<file path="src/hdl/wpm_pkg.sv">
// shared types and fixed widths for the windowed point mean block
`timescale 1ns / 1ps

package wpm_pkg;

    // coordinate width and outlier radius width
    localparam int PT_W = 16;
    localparam int R_W  = 16;

    // one 3d point, 0.1 mm units
    typedef struct packed {
        logic signed [PT_W-1:0] x;
        logic signed [PT_W-1:0] y;
        logic signed [PT_W-1:0] z;
    } t_point;

endpackage

</file>
<file path="src/hdl/wpm_cell.sv">
// one window cell: holds a point and hands it to the next cell on shift
`timescale 1ns / 1ps

module wpm_cell (
    input  logic            i_clk,
    input  logic            i_shift,
    input  wpm_pkg::t_point i_pt,
    output wpm_pkg::t_point o_pt
);
    import wpm_pkg::*;

    t_point r_pt;

    // take the neighbor's point on every shift
    always_ff @(posedge i_clk) begin
        if (i_shift) begin
            r_pt <= i_pt;
        end
    end

    assign o_pt = r_pt;

endmodule

</file>
<file path="config.mk">
export PLATFORM = sky130hd
export DESIGN_NAME = wpm_cell
export DESIGN_NICKNAME = d
export VERILOG_FILES = /design/src/hdl/wpm_pkg.sv /design/src/hdl/wpm_cell.sv
export SDC_FILE = /design/constraint.sdc
export NUM_CORES = 1
export LEC_CHECK = 0
export BUFFER_PORTS_ARGS = -buffer_cell sky130_fd_sc_hd__buf_2
export CAP_MARGIN = 15
export CORE_MARGIN = 5
export CORE_UTILIZATION = 36
export CTS_CLUSTER_DIAMETER = 120
export CTS_CLUSTER_SIZE = 25
export DETAILED_ROUTE_END_ITERATION = 8
export GPL_TIMING_DRIVEN = 0
export MAX_ROUTING_LAYER = met4
export PLACE_DENSITY = 0.8
export SLEW_MARGIN = 30
export SYNTH_ARGS = -nofsm -noshare
export SYNTH_HDL_FRONTEND = slang
export SYNTH_SLANG_ARGS = --single-unit
</file>
<file path="constraint.sdc">
create_clock -name i_clk -period 0.8 [get_ports i_clk]
set_input_delay 0.08 -clock i_clk [delete_from_list [all_inputs] [get_ports i_clk]]
set_output_delay 0.08 -clock i_clk [all_outputs]
set_load 0.02 [all_outputs]
</file>
==> impl_metrics.tcl <==
set metrics [dict create \
    outcome "finished, violations left" \
    failed_checks "negative setup slack" \
    routed_wl_mm 3.24 \
    yosysUniqueCellTypes 1 \
    start_util 0.366 \
    postRouteAntennaNets 0 \
    hold_path_depth 1 \
    area_growth_pct 88.4 \
    fin_total_pwr_uw 5620 \
    cts_tree "yes" \
    max_stage_delay_ns 0.41 \
    grt_usage 0.126 \
    syn_area_um2 1440 \
    syn_area_per_cell_um2 30.0 \
    ir_drop_mv 1.50 \
    syn_inst 48 \
    fin_util 0.689 \
    p_leak_uw 0.00115 \
    max-cap-violations 0 \
    firstDrtPassIters 3 \
    fin_ws_ns -0.134 \
    num_rows 23 \
    drcViolationCount 0 \
    cts_buffers 5 \
    drt_first_iter_violations 36 \
    root_buffer "clkbuf_8" \
    cts_sinks 48 \
    finalCritPeriodShare 1.17 \
    maxSlewViolCount 0 \
    cp-end-kind "primary output" \
    holdWs_ns 0.319 \
    num_vias 1010 \
    tightest_slew_ns 0.579 \
    largest_reg_flops 48 \
    hold_viol 0 \
    setup_viol 48 \
    crit_family "flip-flops" \
    final_cell_mix "75 x buf_2, 48 x dlygate4sd3_1, 48 x edfxtp_1" \
    path_class "flip-flop to primary output" \
    rsz0062_at_grt "yes" \
    htree_num_levels 2 \
    fin_area_um2 2720 \
    die_x_um 73.3 \
    io_pins 98 \
    syn_nets 98 \
    max_slew_margin 0.614 \
    min_from "i_shift" \
    avgRoutedWirePerCell_um 12.9 \
    slowest_stage "edfxtp_1" \
    fmax_ghz 1.07 \
    coreArea_um2 3940 \
    grt_pass1_vias 1036 \
    nMultiInputCombCells 0 \
    io_buffers 97 \
    crit_fanout 1 \
    required_ns 0.72 \
    globalRoute.totalOverflow 0 \
    powerDensity_nw_per_um2 2070 \
    cts_buffer_depth 2 \
    critPathLaunchType "flip-flop" \
    grt_start_max_net_pins 49 \
    dieArea_um2 5370 \
    grt_pass1_wl_mm 4.69 \
    antenna_found_initial 0 \
    cts.reportedPaths.clkPinSlew_ns 0.08 \
    post_dp_cell_area_um2 1990 \
    layout-drive-gt1-share 0.522 \
    arrival_ns 0.85 \
    vias_per_cell 4.02 \
    path_cells "buf_6" \
    fin_crit_ns 0.934 \
    hp-class "input port to flip-flop" \
    multi_input_area_um2 0 \
    ys_ff_latch 48 \
    min_delay_worst_endpoint "o_pt[47]" \
    final_nets 250 \
    path_buf_inv 1 \
    place_congestion 0.587 \
    die_h_um 73.3 \
    seq_area_frac_synth 1.00 \
    antennaDiodeCount 0 \
    yosys_warnings 0 \
    fillers 265 \
    final_common_cell "buf_2" \
]
[how the worst max path moves through the flow]
stage | start | cells past startpoint | slack [ns] | endpoint
detailed placement | i_shift | 1 | -0.49 | o_pt[6]
finish | o_pt[11] | 1 | -0.13 | o_pt[11]
CTS | o_pt[40] | 1 | -0.16 | o_pt[40]
global route | o_pt[11] | 1 | -0.20 | o_pt[11]
floorplan | o_pt[0] | 0 | 0.27 | o_pt[0]
global placement | i_shift | 1 | -0.43 | o_pt[27]
[synthesized netlist by cell type (all sizes together)]
| cell type | number | area (µm²) |
|---|---|---|
| edfxtp | 48 | 1440 |
[cells by family (layout without fill, tap and decap cells)]
family / Yosys count / count (layout) / synth area share
buffers and inverters: 0 / 153 / 0
DFF: 48 / 48 / 1.00
[where the power goes]
group	internal, µW	total (µW)	switching [µW]
Combinational	456	877	421
Clock	924	1690	766
Sequential	2990	3050	60.6
[final cells by class]
type,instances,area (µm²),area share
timing repair buffer,145,1100,0.405
sequential,48,1440,0.531
tap,50,62.6,0.0230
clock inverter,3,42.5,0.0157
clock buffer,5,68.8,0.0253
[per-stage QoR]
step                      instances  setup slack (ns)  setup TNS (ns)
after floorplan                  48             0.271               0
after global placement          195            -0.435          -20.75
after detailed placement        195            -0.486          -23.23
after CTS                       251            -0.157           -5.61
after global routing            251            -0.198           -7.23
final                           251            -0.134           -4.76
[timing repair]
action	in CTS	in global routing
setup endpoints to repair	96	48
hold endpoints to repair	48	0
setup buffers	0	0
hold buffers	48	0
gates resized for setup	13	31
[per-layer routing]
layer	share of wire	vias up	wire length [µm]	GRT usage
met5	0	-	0	-
met4	0.0083	0	27	0.0553
met3	0.075	2	244	0.0465
met2	0.56	48	1800	0.212
met1	0.36	463	1160	0.132
li1	-	497	-	-
Note: power is estimated with default switching activity, not from simulation.
