--- src/hdl/wpm_div.sv ---
// iterative signed-by-unsigned divider, one quotient bit per cycle, truncates toward zero
`timescale 1ns / 1ps

module wpm_div #(
    parameter int DVD_W = 19,
    parameter int DVS_W = 3
) (
    input  logic                    i_clk,
    input  logic                    i_rst_n,
    input  logic                    i_start,
    input  logic signed [DVD_W-1:0] i_dividend,
    input  logic        [DVS_W-1:0] i_divisor,
    output logic                    o_done,
    output logic signed [DVD_W-1:0] o_quot
);
    localparam int CW = $clog2(DVD_W + 1);

    logic             r_busy;
    logic             r_done;
    logic [CW-1:0]    r_cnt;
    logic [DVD_W-1:0] r_q;
    logic [DVS_W-1:0] r_rem;
    logic [DVS_W-1:0] r_div;
    logic             r_neg;

    logic [DVS_W:0]   w_sh;
    logic [DVS_W:0]   w_trial;
    logic             w_qbit;
    logic [DVS_W-1:0] w_rem;

    // restoring step on the magnitude
    assign w_sh    = {r_rem, r_q[DVD_W-1]};
    assign w_trial = w_sh - {1'b0, r_div};
    assign w_qbit  = !w_trial[DVS_W];
    assign w_rem   = w_qbit ? w_trial[DVS_W-1:0] : w_sh[DVS_W-1:0];

    // step counter and done pulse
    always_ff @(posedge i_clk) begin
        if (!i_rst_n) begin
            r_busy <= 1'b0;
            r_done <= 1'b0;
            r_cnt  <= '0;
        end else begin
            r_done <= 1'b0;
            if (i_start) begin
                r_busy <= 1'b1;
                r_cnt  <= CW'(DVD_W);
            end else if (r_busy) begin
                r_cnt <= r_cnt - CW'(1);
                if (r_cnt == CW'(1)) begin
                    r_busy <= 1'b0;
                    r_done <= 1'b1;
                end
            end
        end
    end

    // dividend magnitude, remainder and quotient shift
    always_ff @(posedge i_clk) begin
        if (i_start) begin
            r_q   <= i_dividend[DVD_W-1] ? DVD_W'(-i_dividend) : DVD_W'(i_dividend);
            r_rem <= '0;
            r_div <= i_divisor;
            r_neg <= i_dividend[DVD_W-1];
        end else if (r_busy) begin
            r_rem <= w_rem;
            r_q   <= {r_q[DVD_W-2:0], w_qbit};
        end
    end

    assign o_done = r_done;
    assign o_quot = r_neg ? DVD_W'(-r_q) : DVD_W'(r_q);

endmodule

--- config.mk ---
export PLATFORM = sky130hd
export DESIGN_NAME = wpm_div
export DESIGN_NICKNAME = d
export VERILOG_FILES = /design/src/hdl/wpm_div.sv
export SDC_FILE = /design/constraint.sdc
export NUM_CORES = 1
export LEC_CHECK = 0
export ABC_AREA = 1
export BUFFER_PORTS_ARGS = -buffer_cell sky130_fd_sc_hd__buf_2
export CORE_MARGIN = 2
export CORE_UTILIZATION = 45
export CTS_CLUSTER_DIAMETER = 30
export DETAILED_ROUTE_END_ITERATION = 7
export GPL_TIMING_DRIVEN = 1
export PLACE_DENSITY = 0.75
export SLEW_MARGIN = 20
export SYNTH_ARGS = -nofsm -noshare
export SYNTH_HDL_FRONTEND = slang
export SYNTH_SLANG_ARGS = --single-unit
--- constraint.sdc ---
create_clock -name i_clk -period 2 [get_ports i_clk]
set_clock_uncertainty 0.05 [all_clocks]
set_input_delay 0.4 -clock i_clk [delete_from_list [all_inputs] [get_ports i_clk]]
set_output_delay 0.4 -clock i_clk [all_outputs]
set_load 0.02 [all_outputs]
==> results of run 1 <==
-- stage by stage --
| stage | total power [W] | setup TNS, ns | cell area [um2] | utilization |
|---|---|---|---|---|
| after floorplan | 0.001368 | 0 | 2462 | - |
| after global placement | 0.001565 | 0 | 2786 | 0.5353 |
| after detailed placement | 0.001583 | 0 | 2786 | 0.5353 |
| after CTS | 0.002375 | -1.190 | 3029 | 0.5820 |
| after global routing | 0.002596 | -2.665 | 3167 | 0.6084 |
| final | 0.002462 | -1.212 | 3167 | 0.6084 |
-- layer usage --
layer	wire length, um	part of all wire	track usage	up-vias
li1	-	-	-	1270
met1	2788	0.47	0.2768	1125
met2	2785	0.47	0.3328	82
met3	322	0.054	0.03140	6
met4	80	0.013	0.06491	0
met5	0	0	0	-
-- power by group through the flow --
stage | sequential, W | clock, W | combinational (W)
detailed placement | 0.000899 | 0 | 0.000684
global placement | 0.000894 | 0 | 0.000671
global route | 0.000899 | 0.000774 | 0.000923
CTS | 0.000885 | 0.000740 | 0.000750
finish | 0.000891 | 0.000739 | 0.000833
floorplan | 0.000879 | 0 | 0.000489
-- logic make-up (layout without fill, tap and decap cells) --
group                      after synthesis  count (layout)  share of synthesized area
and+or+nand+nor                        195             195                     0.3496
buffers and inverters                   56             124                    0.08943
AOI/OAI and AO/OA                       37              37                    0.08080
DFF                                     33              33                     0.3618
xor gates and xnor gates                21              21                    0.07470
adders and majority gates                8               8                    0.04370
-- worst min-delay path by stage --
stage | startpoint | endpoint | slack, ns | depth (start not counted)
5_1_grt | i_divisor[1] | r_div[1]$_DFFE_PP_ | 0.23 | 1
3_5_place_dp | r_cnt[4]$_SDFFE_PN0P_ | r_cnt[4]$_SDFFE_PN0P_ | 0.42 | 2
6_report | i_divisor[1] | r_div[1]$_DFFE_PP_ | 0.24 | 1
3_3_place_gp | r_cnt[4]$_SDFFE_PN0P_ | r_cnt[4]$_SDFFE_PN0P_ | 0.41 | 2
4_1_cts | i_divisor[1] | r_div[1]$_DFFE_PP_ | 0.23 | 1
2_1_floorplan | r_cnt[4]$_SDFFE_PN0P_ | r_cnt[4]$_SDFFE_PN0P_ | 0.39 | 2
-- layout by cell type, fill, tap and decap left out, types with 5 or more instances in the layout --
cell,netlist,routed
nand2_1,93,92
inv_1,45,42
nand3_1,43,41
nor2_1,39,34
buf_4,1,33
buf_2,5,31
edfxtp_1,23,23
o21ai_0,20,20
xor2_1,14,14
dfxtp_1,10,10
xnor2_1,7,7
nor2_2,3,6
o21ai_1,6,6
ha_1,7,6
inv_2,2,5
a21oi_1,5,5
clkbuf_8,0,5
buf_6,0,5
-- critical path, delay by kind of cell, from the launching register on --
kind	cells	cell delay, ns
buffers and inverters	4	0.50
DFF	1	0.43
and+or+nand+nor	3	0.35
xor gates and xnor gates	1	0.16
-- state kept, by name (all words and copies together), names as in the netlist --
| signal | cells |
|---|---|
| r_q | 19 |
| r_cnt | 5 |
| r_div | 3 |
| r_rem | 3 |
| o_done | 1 |
| r_busy | 1 |
| r_neg | 1 |
-- final cells by class --
class | count | share of cell area
Multi-Input combinational cell | 261 | 0.4480
Sequential cell | 33 | 0.2813
Timing Repair Buffer | 69 | 0.1450
Inverter | 47 | 0.05571
Tap cell | 70 | 0.02766
Clock buffer | 5 | 0.02173
Clock inverter | 3 | 0.02055
-- what timing repair did --
action	in CTS	in global routing
pin swaps	6	13
buffers inserted	8	9
endpoints found under the setup margin	13	16
resized for setup	13	23
gates cloned	0	0
==> impl_metrics.yaml, run 1 <==
outcome:
  status: "complete, but fails checks"
  violations: "negative setup slack"
clocking:
  h-tree-depth: 2
  cts-hold-fix-buffers: 0
  cts_tree: "done"
  cts.sinks: 33
  insertion_delay_ns: 0.28
  cts_buffer_depth: 2
  cts_root_buf: "clkbuf_8"
  clk_pin_slew_ns: 0.07
  cts_buffers: 5
drt:
  drt_iter0_markers: 173
  drc: 0
  via_per_inst: 5.088
  drt_wl_total_um: 5977
  final_antenna_net_count: 0
  wire_per_inst_um: 12.25
  first_pass_iters: 5
  vias: 2483
timing:
  setup_viol: 13
  fin_ws_ns: -0.1612
  post-route-min-period_ns: 2.161
  relSlewSlack: 0.7773
  hold_ws_ns: 0.2406
  period_share: 1.081
  worst_slew_pin_slew_ns: 0.3306
  final-hold-violation-count: 0
  rsz0062_at_grt: "true"
  slew_viol_final: 0
  fmax_mhz: 462.7
worst_setup_path:
  end_kind: "output pin"
  cp_cell_sequence: "buf_6, nor3_4, nand2_2, nand2_4, buf_4, buf_4, xor2_1, buf_4"
  r2r_slack_ns: 0.35
  required_ns: 1.55
  timing.rr.end: "r_rem[2]$_SDFFE_PP0P_"
  cp_slowest_stage_delay_ns: 0.43
  cp.arrival_ns: 1.71
  path_max_fanout: 2
  worst_r2r_path_depth: 8
  path_common_cell: "buf_4"
  path_class: "flop to output pin"
  cp_slowest_cell: "edfxtp_1"
  startpoint: "r_q[0]$_DFFE_PP_"
  critPathLaunchType: "flop"
  setup.worst_path.end: "o_quot[7]"
  r2r_start: "r_q[18]$_DFFE_PP_"
logic_synthesis:
  synth_top_cells_by_count: "nand2_1, inv_1, nand3_1, nor2_1, edfxtp_1"
  synth_area_leaders: "edfxtp_1, nand2_1, nand3_1"
  synth_top_area_share: 0.2805
  synth_warnings: 0
  syn_area_mm2: 0.002462
  async_reset_ff_frac: 0
  synthDistinctLibCells: 32
  syn_area_per_cell_um2: 7.035
  synth.most_common_cell: "nand2_1"
  synthesis.nets: 383
  yosys.area.top_type: "edfxtp_1"
  synthCells: 350
  ys_ff_latch: 33
  synth-main-ff-cell: "edfxtp_1"
  synth-seq-area-share: 0.3618
  synth_edf_count: 23
grt:
  grt_overflow: 0
  antenna_found_initial: 0
  grt_pass1_vias: 2268
  grt_pass1_wl_um: 9970
  grt_max_degree: 20
  track_usage: 0.2036
die:
  fp.coreArea_mm2: 0.005205
  row_count: 26
  dieWidth_um: 77.97
  start_util: 0.4731
  ioPinCount: 45
  fp.dieArea_mm2: 0.006079
  die_height_um: 77.97
power:
  p_sw_w: 0.0008024
  p_clk_frac: 0.300
  power_density_mw_per_mm2: 777.6
  leakage_nw: 1.528
  internal-power_w: 0.001660
  p_sw_frac: 0.3259
  ir_worst_vdd_uv: 358.2
  p_seq_frac: 0.362
  pwr-share-comb: 0.338
min_path:
  hold_class: "primary input to flop"
placement:
  dp_cells: 463
  io_buffers: 44
  dp_worst_setup_slack_ns: 0.06695
  gp_congestion: 0.8864
  hpwl_um: 4434
layout:
  area_growth_pct: 28.61
  regArea_um2: 890.9
  antenna-diode-count: 0
  fillerInstances: 489
  multiInputGateArea_mm2: 0.001419
  fin_cells: 488
  drive_above_1_share: 0.2512
  layout.nets: 450
job:
  drv_cap: 0
No activity file was read; power rests on OpenSTA's default activity.
==> run 2, diff against run 1 <==
--- a/config.mk
+++ b/config.mk
@@ -12,7 +12,7 @@
 export CTS_CLUSTER_DIAMETER = 30
 export DETAILED_ROUTE_END_ITERATION = 7
 export GPL_TIMING_DRIVEN = 1
-export PLACE_DENSITY = 0.75
+export PLACE_DENSITY = 0.74
 export SLEW_MARGIN = 20
 export SYNTH_ARGS = -nofsm -noshare
 export SYNTH_HDL_FRONTEND = slang
==> constraint.sdc (replaced) <==
create_clock -name i_clk -period 2 [get_ports i_clk]
set_clock_uncertainty 0.05 [all_clocks]
set_input_delay 0.1 -clock i_clk [delete_from_list [all_inputs] [get_ports i_clk]]
set_output_delay 0.1 -clock i_clk [all_outputs]
set_load 0.02 [all_outputs]
==> run 2 against run 1 <==
Net effect:
- the run now ends clean
- sequential power is essentially flat
- non-clock buffer count shrank 14
- first-iteration DRC count shrank 32%
- global-route usage shrank 0.55 points
- register-to-register slack gained 0.02 ns
- setup slack gained 0.27 ns
- critical path depth grew 1
- via count shrank 4.0%
- flip-flop and latch count is the same
- maximum frequency grew 14%
- final cell count shrank 2.9%
- critical endpoint is now o_quot[18]
==> impl_metrics.yaml, run 2 (same netlist as run 1, synthesis figures left out) <==
power:
  p_sw_frac: 0.3668
  leakage_nw: 1.413
  power_density_mw_per_mm2: 710.8
  p_sw_w: 0.0007651
  p_seq_frac: 0.426
  p_clk_frac: 0.232
  power_w: 0.002086
  ir_worst_vdd_uv: 258.0
  pwr-share-comb: 0.343
  internal-power_w: 0.001321
placement:
  io_buffers: 44
  gp_congestion: 0.8846
  hpwl_um: 4458
die:
  fp.dieArea_mm2: 0.006079
  die_height_um: 77.97
  ioPinCount: 45
  fp.coreArea_mm2: 0.005205
  start_util: 0.4731
  row_count: 26
  dieWidth_um: 77.97
grt:
  grt_overflow: 0
  busiest_layer: "met2"
  use_met1: 0.2683
  grt_pass1_vias: 2205
  track_usage: 0.1981
  grt_pass1_wl_um: 9639
  use_met2: 0.3112
  antenna_found_initial: 0
  grt_max_degree: 27
  use_met3: 0.02907
layout:
  final_cell_mix: "nand2_1, inv_1, nand3_1, buf_2, nor2_1"
  final_common_cell: "nand2_1"
  top_regs: "r_q: 19 flops, r_cnt: 5 flops"
  fillerInstances: 504
  area_growth_pct: 19.16
  regMostFlops: "r_q"
  layout.nets: 436
  antenna-diode-count: 0
  largest_reg_flops: 19
  drive_above_1_share: 0.1980
timing:
  worst_slew_pin_slew_ns: 0.4139
  relSlewSlack: 0.7237
  period_share: 0.9446
  post-route-min-period_ns: 1.889
  hold_ws_ns: 0.03103
  fmax_mhz: 529.3
  final-hold-violation-count: 0
  setup_viol: 0
  slew_viol_final: 0
drt:
  vias: 2383
  first_pass_iters: 5
  wire_per_inst_um: 12.03
  drc: 0
  via_per_inst: 5.027
  drt_iter0_markers: 118
  drt_wl_total_um: 5702
  final_antenna_net_count: 0
min_path:
  hold_path_end: "r_cnt[0]$_SDFFE_PN0P_"
  hold_start: "i_rst_n"
  whs_path_depth: 3
  hold_class: "primary input to flop"
clocking:
  h-tree-depth: 2
  cts.sinks: 33
  cts_buffer_depth: 2
  cts_buffers: 5
  insertion_delay_ns: 0.28
  clk_pin_slew_ns: 0.07
  cts_root_buf: "clkbuf_8"
  cts_tree: "done"
worst_setup_path:
  cp.arrival_ns: 1.74
  timing.rr.end: "r_rem[2]$_SDFFE_PP0P_"
  r2r_start: "r_q[18]$_DFFE_PP_"
  path_max_fanout: 4
  r2r_slack_ns: 0.37
  critPathLaunchType: "flop"
  required_ns: 1.85
  path_class: "flop to output pin"
  worst_r2r_path_depth: 8
  end_kind: "output pin"
job:
  drv_cap: 0
outcome:
  status: "finished clean"
==> run 2: cell count changes in the layout (fill, tap and decap cells not counted), moves of 2 or more <==
| cell | delta |
|---|---|
| buf_4 | -24 |
| buf_2 | +12 |
| buf_6 | -5 |
| nor2_1 | +4 |
| dlygate4sd3_1 | +3 |
| bufinv_16 | -2 |
| nand3_1 | +2 |
| nand3_2 | -2 |
| nor2_2 | -2 |
| nor2_4 | -2 |
==> run 2: timing repair <==
| action | 4_1_cts | 5_1_grt |
|---|---|---|
| hold buffers | 3 | 0 |
| endpoints found under the setup margin | 0 | 6 |
| endpoints found under the hold margin | 3 | 0 |
| gates resized for setup | 0 | 8 |
| buffers inserted | 0 | 3 |
==> run 2: layout make-up <==
type	count	area (um2)	share of cell area
clock inverters	3	17.52	0.005970
clock buffers	5	68.82	0.02345
multi-input cells	261	1380	0.4704
inverters	47	176.4	0.06013
repair buffers	55	312.8	0.1066
well taps	70	87.58	0.02985
flip-flops and latches	33	890.9	0.3036
==> run 2: worst max-delay path, stage by stage (launching register included) <==
cell and delay [ns]:
edfxtp_1 0.43, inv_2 0.12, ha_4 0.16, nand4_4 0.13, nor2_4 0.17, nand3_2 0.10
nand2_2 0.08, nand3_1 0.06, nand2_1 0.05, buf_2 0.15
==> run 2: worst max-delay path by stage <==
stage                     startpoint  cells after the start         end  slack [ns]
floorplan           r_q[0]$_DFFE_PP_                      6  o_quot[10]        0.48
global placement    r_q[0]$_DFFE_PP_                      9  o_quot[18]        0.42
detailed placement  r_q[0]$_DFFE_PP_                      9  o_quot[18]        0.36
CTS                 r_q[0]$_DFFE_PP_                      9  o_quot[18]        0.04
finish              r_q[0]$_DFFE_PP_                      9  o_quot[18]        0.11
global route        r_q[0]$_DFFE_PP_                      9  o_quot[16]      -0.009
==> run 2: per-stage QoR <==
step	TNS, ns	utilization	setup WS [ns]	std cells	area, um2
2_1_floorplan	0	-	0.4849	350	2462
3_3_place_gp	0	0.5310	0.4209	460	2764
3_5_place_dp	0	0.5310	0.3630	460	2764
4_1_cts	0	0.5534	0.03772	471	2880
5_1_grt	-0.009055	0.5637	-0.009055	474	2934
6_report	0	0.5637	0.1107	474	2934
==> run 2: layer usage <==
metal,share of wire,vias to the layer above
li1,-,1239
met1,0.47,1062
met2,0.45,74
met3,0.063,8
met4,0.017,0
met5,0,-
==> run 2: power groups by stage <==
| stage | sequential [W] | clock (W) | combinational [W] |
|---|---|---|---|
| 5_1_grt | 0.000899 | 0.000524 | 0.000797 |
| 6_report | 0.000888 | 0.000483 | 0.000714 |
| 4_1_cts | 0.000885 | 0.000494 | 0.000685 |
| 3_5_place_dp | 0.000900 | 0 | 0.000678 |
| 2_1_floorplan | 0.000879 | 0 | 0.000489 |
| 3_3_place_gp | 0.000896 | 0 | 0.000661 |
